==> config.mk <==
export PLATFORM = sky130hd
export DESIGN_NAME = interval_bin_table
export DESIGN_NICKNAME = d
export VERILOG_FILES = /design/src/hdl/ibt_pkg.sv /design/src/hdl/ibt_ctrl.sv /design/src/hdl/ibt_datapath.sv /design/src/hdl/interval_bin_table.sv
export VERILOG_INCLUDE_DIRS = /design/src /design/src/hdl
export SDC_FILE = /design/constraint.sdc
export NUM_CORES = 1
export LEC_CHECK = 0
export ABC_AREA = 1
export BUFFER_PORTS_ARGS = -buffer_cell sky130_fd_sc_hd__clkbuf_2
export CAP_MARGIN = 10
export CORE_MARGIN = 5
export CORE_UTILIZATION = 50
export DETAILED_ROUTE_END_ITERATION = 10
export PLACE_DENSITY = 0.66
export SYNTH_ARGS = -nofsm -noshare
export SYNTH_HDL_FRONTEND = slang
export SYNTH_SLANG_ARGS = --single-unit
==> constraint.sdc <==
create_clock -name clock -period 6.2 [get_ports clock]
set_input_delay 0.31 -clock clock [delete_from_list [all_inputs] [get_ports clock]]
set_output_delay 0.31 -clock clock [all_outputs]
set_load 0.02 [all_outputs]
==> src/hdl/interval_bin_table_macros.svh <==
// Assertion macros for the interval bin table
`ifndef INTERVAL_BIN_TABLE_MACROS_SVH
`define INTERVAL_BIN_TABLE_MACROS_SVH

`ifndef SYNTHESIS
`define IBT_ASSERT_SAME(label, clk, rst, ante, cons) \
   label: assert property (@(posedge clk) disable iff (rst) (ante) |-> (cons)) \
      else $error("assertion failed: same cycle implication");
`define IBT_ASSERT_NEXT(label, clk, rst, ante, cons) \
   label: assert property (@(posedge clk) disable iff (rst) (ante) |=> (cons)) \
      else $error("assertion failed: next cycle implication");
`else
`define IBT_ASSERT_SAME(label, clk, rst, ante, cons)
`define IBT_ASSERT_NEXT(label, clk, rst, ante, cons)
`endif

`endif

==> src/hdl/ibt_pkg.sv <==
`timescale 1ns / 1ps
package ibt_pkg;

   localparam int MAX_BINS_DEF   = 16;
   localparam int LIMIT_BITS_DEF = 32;
   localparam int FIELD_W        = 32;
   localparam int ID_W           = 9;
   localparam int STATUS_W       = 3;

   localparam logic [1:0] FUNC_ADD        = 2'd0;
   localparam logic [1:0] FUNC_FIND_VALUE = 2'd1;
   localparam logic [1:0] FUNC_FIND_EXACT = 2'd2;

   localparam logic [STATUS_W-1:0] ST_OK       = 3'd0;
   localparam logic [STATUS_W-1:0] ST_EXISTING = 3'd1;
   localparam logic [STATUS_W-1:0] ST_OVERLAP  = 3'd2;
   localparam logic [STATUS_W-1:0] ST_FULL     = 3'd3;
   localparam logic [STATUS_W-1:0] ST_MISS     = 3'd4;

   localparam logic signed [ID_W-1:0] OOR_ID_RESET = -9'sd1;

   typedef struct packed {
      logic [1:0]                 func;
      logic signed [FIELD_W-1:0]  lower_limit;
      logic signed [FIELD_W-1:0]  upper_limit;
      logic signed [FIELD_W-1:0]  value_in;
   } req_word_type;

   typedef struct packed {
      logic signed [ID_W-1:0]  bin_id;
      logic [STATUS_W-1:0]     status;
   } rsp_word_type;

   typedef struct packed {
      logic capture;
      logic read;
      logic finish;
   } ctl_cmd_type;

   typedef struct packed {
      logic empty;
      logic full;
      logic scan_last;
      logic out_free;
   } ctl_stat_type;

   typedef enum logic [1:0] {
      CTL_IDLE,
      CTL_SCAN,
      CTL_DRAIN,
      CTL_RESULT
   } ctl_state_type;

endpackage

==> src/hdl/ibt_ctrl.sv <==
`timescale 1ns / 1ps
module ibt_ctrl import ibt_pkg::*; (
   input  logic          clock,
   input  logic          reset,
   input  logic          req_valid,
   output logic          req_ready,
   input  ctl_stat_type  stat,
   output ctl_cmd_type   cmd
);

   ctl_state_type state_ff;
   ctl_state_type state_in;

   always_ff @(posedge clock) begin
      if (reset) begin
         state_ff <= CTL_IDLE;
      end else begin
         state_ff <= state_in;
      end
   end

   always_comb begin
      state_in  = state_ff;
      req_ready = 1'b0;
      cmd       = '0;
      case (state_ff)
         CTL_IDLE: begin
            req_ready = 1'b1;
            if (req_valid) begin
               cmd.capture = 1'b1;
               state_in    = stat.empty ? CTL_RESULT : CTL_SCAN;
            end
         end
         CTL_SCAN: begin
            cmd.read = 1'b1;
            if (stat.scan_last) begin
               state_in = CTL_DRAIN;
            end
         end
         CTL_DRAIN: begin
            state_in = CTL_RESULT;
         end
         CTL_RESULT: begin
            if (stat.out_free) begin
               cmd.finish = 1'b1;
               state_in   = CTL_IDLE;
            end
         end
         default: begin
            state_in = CTL_IDLE;
         end
      endcase
   end

endmodule

==> src/hdl/ibt_datapath.sv <==
`timescale 1ns / 1ps
module ibt_datapath import ibt_pkg::*; #(
   parameter int MAX_BINS   = MAX_BINS_DEF,
   parameter int LIMIT_BITS = LIMIT_BITS_DEF
) (
   input  logic                    clock,
   input  logic                    reset,
   input  req_word_type            req_word,
   input  logic                    csr_wr_en,
   input  logic signed [ID_W-1:0]  csr_wr_data,
   input  ctl_cmd_type             cmd,
   output ctl_stat_type            stat,
   output logic                    rsp_valid,
   input  logic                    rsp_ready,
   output rsp_word_type            rsp_word
);

   localparam int IDX_W = (MAX_BINS > 1) ? $clog2(MAX_BINS) : 1;
   localparam int CNT_W = $clog2(MAX_BINS + 1);

   function automatic logic signed [LIMIT_BITS-1:0] to_limit(input logic signed [FIELD_W-1:0] x);
      logic signed [63:0] w;
      w = 64'(x);
      return w[LIMIT_BITS-1:0];
   endfunction

   logic signed [LIMIT_BITS-1:0] lower_mem [MAX_BINS];
   logic signed [LIMIT_BITS-1:0] upper_mem [MAX_BINS];

   logic [CNT_W-1:0]              count_ff;
   logic signed [ID_W-1:0]        oor_ff;
   logic [1:0]                    func_ff;
   logic signed [LIMIT_BITS-1:0]  lo_ff;
   logic signed [LIMIT_BITS-1:0]  hi_ff;
   logic signed [LIMIT_BITS-1:0]  val_ff;
   logic [IDX_W-1:0]              scan_ff;
   logic signed [LIMIT_BITS-1:0]  rd_lo_ff;
   logic signed [LIMIT_BITS-1:0]  rd_hi_ff;
   logic [IDX_W-1:0]              rd_idx_ff;
   logic                          rd_vld_ff;
   logic                          exact_hit_ff;
   logic [IDX_W-1:0]              exact_idx_ff;
   logic                          val_hit_ff;
   logic [IDX_W-1:0]              val_idx_ff;
   logic                          ovl_ff;
   logic                          rsp_valid_ff;
   rsp_word_type                  rsp_ff;

   logic          exact_now;
   logic          inval_now;
   logic          ovl_now;
   logic          add_new;
   rsp_word_type  rsp_in;

   assign stat.empty     = (count_ff == '0);
   assign stat.full      = (count_ff == CNT_W'(MAX_BINS));
   assign stat.scan_last = (CNT_W'(scan_ff) == count_ff - CNT_W'(1));
   assign stat.out_free  = !rsp_valid_ff || rsp_ready;

   assign rsp_valid = rsp_valid_ff;
   assign rsp_word  = rsp_ff;

   assign exact_now = (rd_lo_ff == lo_ff) && (rd_hi_ff == hi_ff);
   assign inval_now = (val_ff >= rd_lo_ff) && (val_ff < rd_hi_ff);
   assign ovl_now   = ((lo_ff >= rd_lo_ff) && (lo_ff < rd_hi_ff))
                   || ((hi_ff > rd_lo_ff) && (hi_ff <= rd_hi_ff))
                   || ((lo_ff < rd_lo_ff) && (hi_ff > rd_hi_ff));

   always_comb begin
      add_new       = 1'b0;
      rsp_in.bin_id = oor_ff;
      rsp_in.status = ST_MISS;
      case (func_ff)
         FUNC_ADD: begin
            if (exact_hit_ff) begin
               rsp_in.bin_id = $signed(ID_W'(exact_idx_ff) + ID_W'(1));
               rsp_in.status = ST_EXISTING;
            end else if (ovl_ff) begin
               rsp_in.status = ST_OVERLAP;
            end else if (stat.full) begin
               rsp_in.status = ST_FULL;
            end else begin
               add_new       = 1'b1;
               rsp_in.bin_id = $signed(ID_W'(count_ff) + ID_W'(1));
               rsp_in.status = ST_OK;
            end
         end
         FUNC_FIND_VALUE: begin
            if (val_hit_ff) begin
               rsp_in.bin_id = $signed(ID_W'(val_idx_ff) + ID_W'(1));
               rsp_in.status = ST_OK;
            end
         end
         FUNC_FIND_EXACT: begin
            if (exact_hit_ff) begin
               rsp_in.bin_id = $signed(ID_W'(exact_idx_ff) + ID_W'(1));
               rsp_in.status = ST_OK;
            end
         end
         default: begin
            rsp_in.status = ST_MISS;
         end
      endcase
   end

   always_ff @(posedge clock) begin
      if (reset) begin
         count_ff     <= '0;
         oor_ff       <= OOR_ID_RESET;
         rsp_valid_ff <= 1'b0;
         rd_vld_ff    <= 1'b0;
      end else begin
         if (csr_wr_en) begin
            oor_ff <= csr_wr_data;
         end
         if (cmd.finish && add_new) begin
            count_ff <= count_ff + CNT_W'(1);
         end
         if (cmd.finish) begin
            rsp_valid_ff <= 1'b1;
         end else if (rsp_ready) begin
            rsp_valid_ff <= 1'b0;
         end
         rd_vld_ff <= cmd.read;
      end
   end

   // request capture, scan pointer, hit tracking and response register
   always_ff @(posedge clock) begin
      if (cmd.capture) begin
         func_ff      <= req_word.func;
         lo_ff        <= to_limit(req_word.lower_limit);
         hi_ff        <= to_limit(req_word.upper_limit);
         val_ff       <= to_limit(req_word.value_in);
         scan_ff      <= '0;
         exact_hit_ff <= 1'b0;
         val_hit_ff   <= 1'b0;
         ovl_ff       <= 1'b0;
      end else begin
         if (cmd.read) begin
            scan_ff <= scan_ff + IDX_W'(1);
         end
         if (rd_vld_ff) begin
            if (exact_now && !exact_hit_ff) begin
               exact_hit_ff <= 1'b1;
               exact_idx_ff <= rd_idx_ff;
            end
            if (inval_now && !val_hit_ff) begin
               val_hit_ff <= 1'b1;
               val_idx_ff <= rd_idx_ff;
            end
            if (ovl_now) begin
               ovl_ff <= 1'b1;
            end
         end
      end
      if (cmd.finish) begin
         rsp_ff <= rsp_in;
      end
   end

   always_ff @(posedge clock) begin
      if (cmd.read) begin
         rd_lo_ff  <= lower_mem[scan_ff];
         rd_hi_ff  <= upper_mem[scan_ff];
         rd_idx_ff <= scan_ff;
      end
      if (cmd.finish && add_new) begin
         lower_mem[count_ff[IDX_W-1:0]] <= lo_ff;
         upper_mem[count_ff[IDX_W-1:0]] <= hi_ff;
      end
   end

endmodule

==> src/hdl/interval_bin_table.sv <==
// One request in flight at a time: req_ready stays low from the accepting edge until the response
// is registered. Each request scans the stored entries one entry per cycle through the single
// read port of the limit memories.
// Reset: synchronous, active high; empties the table and sets out_of_range_id to -1.
// Table contents need no clearing pass.
`timescale 1ns / 1ps
`include "interval_bin_table_macros.svh"
module interval_bin_table import ibt_pkg::*; #(
   parameter int MAX_BINS   = MAX_BINS_DEF,
   parameter int LIMIT_BITS = LIMIT_BITS_DEF
) (
   input  logic                    clock,
   input  logic                    reset,
   input  logic                    req_valid,
   output logic                    req_ready,
   input  req_word_type            req_word,
   output logic                    rsp_valid,
   input  logic                    rsp_ready,
   output rsp_word_type            rsp_word,
   input  logic                    csr_wr_en,
   input  logic signed [ID_W-1:0]  csr_wr_data
);

   ctl_cmd_type   cmd;
   ctl_stat_type  stat;

   ibt_ctrl u_ctrl (
      .clock     (clock),
      .reset     (reset),
      .req_valid (req_valid),
      .req_ready (req_ready),
      .stat      (stat),
      .cmd       (cmd)
   );

   ibt_datapath #(
      .MAX_BINS   (MAX_BINS),
      .LIMIT_BITS (LIMIT_BITS)
   ) u_datapath (
      .clock       (clock),
      .reset       (reset),
      .req_word    (req_word),
      .csr_wr_en   (csr_wr_en),
      .csr_wr_data (csr_wr_data),
      .cmd         (cmd),
      .stat        (stat),
      .rsp_valid   (rsp_valid),
      .rsp_ready   (rsp_ready),
      .rsp_word    (rsp_word)
   );

   `IBT_ASSERT_NEXT(a_one_in_flight, clock, reset, req_valid && req_ready, !req_ready)
   `IBT_ASSERT_NEXT(a_finish_shows, clock, reset, cmd.finish, rsp_valid)
   `IBT_ASSERT_SAME(a_finish_slot_free, clock, reset, cmd.finish, !rsp_valid || rsp_ready)
   `IBT_ASSERT_SAME(a_scan_not_empty, clock, reset, cmd.read, !stat.empty)

endmodule
Word level (Yosys, flattened, before mapping). Memory sizes are Yosys's and may differ from the RTL's. A register that Yosys moved wholly into a read port is not among the register bits. Cells that the tools add are included.

Register bits after elaboration: 147. Bits in writable memories: 1024. Word-level logic and storage cells: 99. Memories: 2.

Add/sub/neg operators: 6. Magnitude comparators: 8. Equality and inequality tests: 12. Multiplexer cells: 28. Bitwise logic cells: 1. Reductions and logical operators: 24.

Memories: u_datapath.lower_mem (depth 16, width 32, rd ports 1, clocked after Yosys merged registers in 1, wr ports 1, line ibt_datapath.sv:27) `logic signed [LIMIT_BITS-1:0] lower_mem [MAX_BINS];`; u_datapath.upper_mem (depth 16, width 32, rd ports 1, clocked after Yosys merged registers in 1, wr ports 1, line ibt_datapath.sv:28) `logic signed [LIMIT_BITS-1:0] upper_mem [MAX_BINS];`.

Operator list (number): 32-bit < comparator (3); 32-bit == test (2); 32-bit greater-or-equal comparator (2); 32-bit > comparator (2); 12-bit 2-to-1 mux (3); 32-bit less-or-equal comparator (1); 9-bit case mux with 3 select lines (1); 9-bit 2-to-1 mux (2); 1-bit 2-to-1 mux (14); 4-bit by 1-bit adder with 5-bit output (second input constant) (2); 2-bit 2-to-1 mux (5); 3-bit case mux with 3 select lines (1); 3-bit AND reduction (3); 1-bit logical AND (8); 2-bit case mux with 4 select lines (1); 5-bit by 1-bit adder with 6-bit output (second input constant) (1); 2-bit == test (second input constant) (3); 2-bit inequality test (second input constant) (3); 2-bit AND reduction (3); 5-bit by 1-bit adder with 5-bit output (second input constant) (1); 4-bit by 5-bit == test with 1-bit output (1); 5-bit == test (second input constant) (1); 5-bit zero test (1); 5-bit by 1-bit subtractor with 5-bit output (second input constant) (1); 8 further kinds (14).

Longest topological paths before layout.
Depth after elaboration: 8. Depth in mapped cells: 20. Mapped depth without buffers: 20.

Hierarchy. From an unflattened synthesis, not the netlist that was laid out.

Cells, all modules: 3872. Area, all modules: 51261.7 sq um.

Modules (own cells, without submodules): ibt_datapath (times used 1, cells each 3840, area an instance 51061.5 sq um, seq. area each 36795.3 sq um); ibt_ctrl (times used 1, cells each 32, area an instance 200.2 sq um, seq. area each 40.0 sq um).

Worst setup path after synthesis. OpenSTA, ideal clock, no wires.

Kind: register -> register. From: reg u_datapath.count_ff[0]. To: mem u_datapath.lower_mem[0][0] in the netlist's numbering, enable pin. Setup time: 0.486 ns. Arrival time: 4.172 ns. Path slack: 1.542 ns. Stages on the path, launching flop included: 9. Path buffers: 1. Period minus slack after synthesis: 4.658 ns. Cells stage by stage: dfxtp_1 > inv_1 > ha_1 > nand3_1 > nand2_1 > nor3_2 > buf_2 > nand2_1 > nor2_1.

Word-level cells in the longest chain between the ends: 8.

RTL lines: start, declared (line ibt_datapath.sv:30) `logic [CNT_W-1:0] count_ff;`; start signal, assigned (line ibt_datapath.sv:117) `count_ff <= count_ff + CNT_W'(1);`; 5-bit == test (line ibt_datapath.sv:56) `assign stat.full = (count_ff == CNT_W'(MAX_BINS));`; 1-bit 2-to-1 mux (line ibt_datapath.sv:80) `end else if (stat.full) begin`; 1-bit 2-to-1 mux (line ibt_datapath.sv:78) `end else if (ovl_ff) begin`; 1-bit 2-to-1 mux (line ibt_datapath.sv:75) `if (exact_hit_ff) begin`; 1-bit 2-to-1 mux (line ibt_datapath.sv:73) `case (func_ff)`; 1-bit logical AND (line ibt_datapath.sv:168) `if (cmd.finish && add_new) begin`; 1-bit 2-to-1 mux (line ibt_datapath.sv:168); 1-bit 2-to-1 mux (not written as such) (line ibt_datapath.sv:169) `lower_mem[count_ff[IDX_W-1:0]] <= lo_ff;`; end, declared (line ibt_datapath.sv:27).

Parallel ways exist; a longest one is shown, timed or not.

Final worst setup path.
From: reg u_datapath.count_ff[0]. To: mem u_datapath.lower_mem[8][10] in the netlist's numbering, enable pin.

The elaborated chain is that of the path after synthesis.

==> load_flow_metrics.sql <==
INSERT INTO impl_metrics (metric_group, metric, value, unit) VALUES
('drt', 'viasPerCell', '5.75', ''),
('setup_path', 'crit_arrival', '4460', 'ps'),
('global_routing', 'grt_first_pass_wirelength', '201000', 'um'),
('synth', 'synth_nets', '4146', ''),
('final_layout', 'drive_above_1_share', '10.2', '%'),
('drt', 'remaining_drc_errors', '0', ''),
('cts', 'htree_levels', '3', ''),
('cts', 'postCtsSetupBuffers', '0', ''),
('synth', 'ys.warnings.count', '0', ''),
('power', 'reg_power_share', '43.0', '%'),
('hold_path', 'startpoint_of_the_lowest_slack_hold_path', 'csr_wr_en', ''),
('place', 'place.gp.congestion', '0.867', ''),
('cts', 'clock_sink_count', '1235', ''),
('run', 'max_cap_violations', '0', ''),
('cts', 'cts_inserted_buffers', '120', ''),
('drt', 'routed_wirelength', '136000', 'um'),
('power', 'vdd_ir_drop_max', '275', 'uV'),
('setup_path', 'reg2regPathDepth', '8', ''),
('floorplanning', 'floorplan.initialDensity', '50.5', '%'),
('floorplanning', 'dieWidth', '334', 'um'),
('place', 'port-buffer-count', '125', ''),
('synth', 'synth_cells', '3832', ''),
('timing', 'setup_viol_count_final', '0', ''),
('timing', 'final.min_clock_period', '4100', 'ps'),
('power', 'switching_share', '34.1', '%'),
('power', 'combPwrFrac', '28.5', '%'),
('final_layout', 'final_cells', '5578', ''),
('hold_path', 'hold-path-cell-count', '2', ''),
('global_routing', 'grt_max_degree', '154', ''),
('setup_path', 'critical_path.cell_chain', 'inv_1 -> ha_1 -> nand3_1 -> nand2_1 -> nor3_2 -> nand2_1 -> nor2_4 -> buf_4', ''),
('timing', 'worst_pin_slew', '1180', 'ps'),
('setup_path', 'worstSetupPathType', 'flip-flop to flip-flop', ''),
('synth', 'synth.yosys.seq_area_share', '70.2', '%'),
('drt', 'routed-via-count', '32100', ''),
('drt', 'routedWlPerCell', '24.4', 'um'),
('outcome', 'status', 'completed', ''),
('timing', 'clock-skew-final', '28.9', 'ps'),
('timing', 'setup_repair_after_global_routing_missed_its_margin', 'false', ''),
('timing', 'hold_viol_final', '0', ''),
('setup_path', 'reg2reg_from', 'u_datapath.count_ff[0]', ''),
('power', 'power.net_switching', '8490', 'uW'),
('floorplanning', 'fp.dieArea', '0.111', 'mm^2'),
('global_routing', 'antenna_found_initial', '4', ''),
('drt', 'detail_route.iter0.violations', '3351', ''),
('place', 'dpl.hpwl', '82700', 'um'),
('cts', 'cts_tree', 'done', ''),
('synth', 'dominant_combinational_cell_family_by_area_after_synthesis', 'compound AO/OA/AOI/OAI gates', ''),
('timing', 'fmaxAchievable', '244', 'MHz'),
('cts', 'cts.hold.buffers_added', '112', ''),
('setup_path', 'crit_cells', '8', ''),
('setup_path', 'worst_path_largest_cell_delay', '970', 'ps'),
('setup_path', 'cp_data_required_time', '6560', 'ps'),
('drt', 'route.antenna.remaining_nets', '0', ''),
('power', 'clock_power_share', '28.5', '%'),
('place', 'place_area', '0.0549', 'mm^2'),
('setup_path', 'timing.critical_path.fanout_max', '27', ''),
('global_routing', 'first_global_vias', '31000', ''),
('global_routing', 'grt.total_usage', '24.0', '%'),
('synth', 'synth-compound-area-share', '11.2', '%'),
('floorplanning', 'io_pins', '126', ''),
('place', 'placed_cells_incl_taps', '5240', ''),
('power', 'power_per_cell_area', '416', 'mW/mm^2'),
('timing', 'worst_slew_margin_rel', '21.4', '%'),
('synth', 'flip_flop_and_latch_count_after_synthesis', '1235', ''),
('floorplanning', 'core', '0.104', 'mm^2'),
('power', 'leak_pwr', '0.0217', 'uW'),
('power', 'p_total', '24900', 'uW'),
('setup_path', 'critical_path.top_delay_family', 'simple AND/OR/NAND/NOR gates', ''),
('cts', 'clk_pin_slew', '60', 'ps'),
('setup_path', 'startpoint', 'u_datapath.count_ff[0]', ''),
('timing', 'finalMaxSlewViolations', '0', '');
==> layout by cell type, fill, tap and decap left out, types with 16 or more instances in the layout <==
master / n
o21ai_1: 18
nor2_1: 59
o211ai_1: 267
nand2_1: 285
clkbuf_2: 125
clkbuf_16: 121
nor2_4: 16
dlygate4sd3_1: 112
nand3_1: 104
a21oi_1: 365
clkinv_2: 25
edfxtp_1: 1210
mux2i_1: 256
dfxtp_1: 21
clkbuf_1: 25
nand4_1: 19
inv_1: 401
clkinv_1: 28
ha_1: 201
o21ai_0: 342
buf_4: 87
==> worst paths after layout <==
kind,end,slack [ps]
hold reg to reg,u_datapath.val_idx_ff[3],460
setup reg to reg,u_datapath.lower_mem[8][10],2100
hold / removal,u_datapath.oor_ff[4],40
setup / recovery,u_datapath.lower_mem[8][10],2100
==> registers in the layout, indices dropped and copies added (netlist names), 5 cells and up <==
| signal | count |
|---|---|
| u_datapath.count_ff | 5 |
| u_datapath.rsp_word | 12 |
| u_datapath.rd_hi_ff | 32 |
| u_datapath.hi_ff | 32 |
| u_datapath.upper_mem | 512 |
| u_datapath.val_ff | 32 |
| u_datapath.lo_ff | 32 |
| u_datapath.lower_mem | 512 |
| u_datapath.oor_ff | 9 |
| u_datapath.rd_lo_ff | 32 |
==> cell families after synthesis <==
family	Yosys count
DFF	1235
AOI/OAI and AO/OA	1025
buffers and inverters	597
and+or+nand+nor	508
muxes	256
adders and majority gates	202
xor gates and xnor gates	9
==> metrics by stage <==
stage | hold WS (ps) | setup WS, ps
after global routing | 36.1 | 1800
after global placement | 442 | 2090
final | 39.1 | 2100
after floorplan | 406 | 1540
after CTS | 2.19 | 2120
after detailed placement | 444 | 2140
==> cells in the mapped netlist, drive strengths merged <==
| cell | count | area share [%] |
|---|---|---|
| nor2 | 78 | 0.57 |
| o21a | 10 | 0.14 |
| o21bai | 3 | 0.043 |
| a31oi | 5 | 0.060 |
| inv | 405 | 2.9 |
| nor3 | 10 | 0.11 |
| xor2 | 5 | 0.084 |
| clkbuf | 114 | 0.82 |
| o211ai | 267 | 3.8 |
| and3 | 2 | 0.024 |
| a21boi | 1 | 0.014 |
| a21oi | 365 | 3.5 |
| ha | 202 | 4.8 |
| nand4 | 20 | 0.25 |
| xnor2 | 4 | 0.067 |
| nand3b | 3 | 0.043 |
| buf | 78 | 0.84 |
| o22ai | 1 | 0.024 |
| o311ai | 1 | 0.017 |
| o21ai | 360 | 3.4 |
| o31ai | 1 | 0.014 |
| o221ai | 2 | 0.033 |
| nand3 | 104 | 0.99 |
| o41ai | 1 | 0.017 |
| or4 | 1 | 0.021 |
| nor4 | 4 | 0.048 |
| a221oi | 1 | 0.017 |
| mux2i | 256 | 4.9 |
| a21o | 4 | 0.057 |
| a211oi | 3 | 0.043 |
| nand2 | 285 | 2.0 |
| edfxtp | 1210 | 69 |
| dfxtp | 25 | 0.95 |
| or2 | 1 | 0.012 |
==> final cells by class <==
class	count	area, um^2
timing repair buffer	332	2560
inverter	405	1540
fill	8169	43900
clock buffer	150	3180
sequential	1235	36900
clock inverter	75	672
multi-input combinational	2000	13400
tap	1380	1730
antenna	1	2.50
==> per-layer routing <==
metal | GRT usage [%] | share of wire, % | vias to the layer above | wire [um]
li1 | - | - | 14800 | -
met1 | 35.3 | 43 | 15800 | 58900
met2 | 37.6 | 46 | 1289 | 62400
met3 | 4.25 | 8.5 | 187 | 11500
met4 | 5.87 | 2.5 | 0 | 3360
met5 | 0 | 0 | - | 0
==> power groups by stage <==
stage,sequential [uW],clock [uW],combinational (uW)
final,10700,7110,7100
after global routing,10800,7550,7830
after CTS,10700,7210,7100
after detailed placement,10900,0,7000
after global placement,10900,0,6900
after floorplan,10700,0,4670
Power figures use the tool's default switching activity.
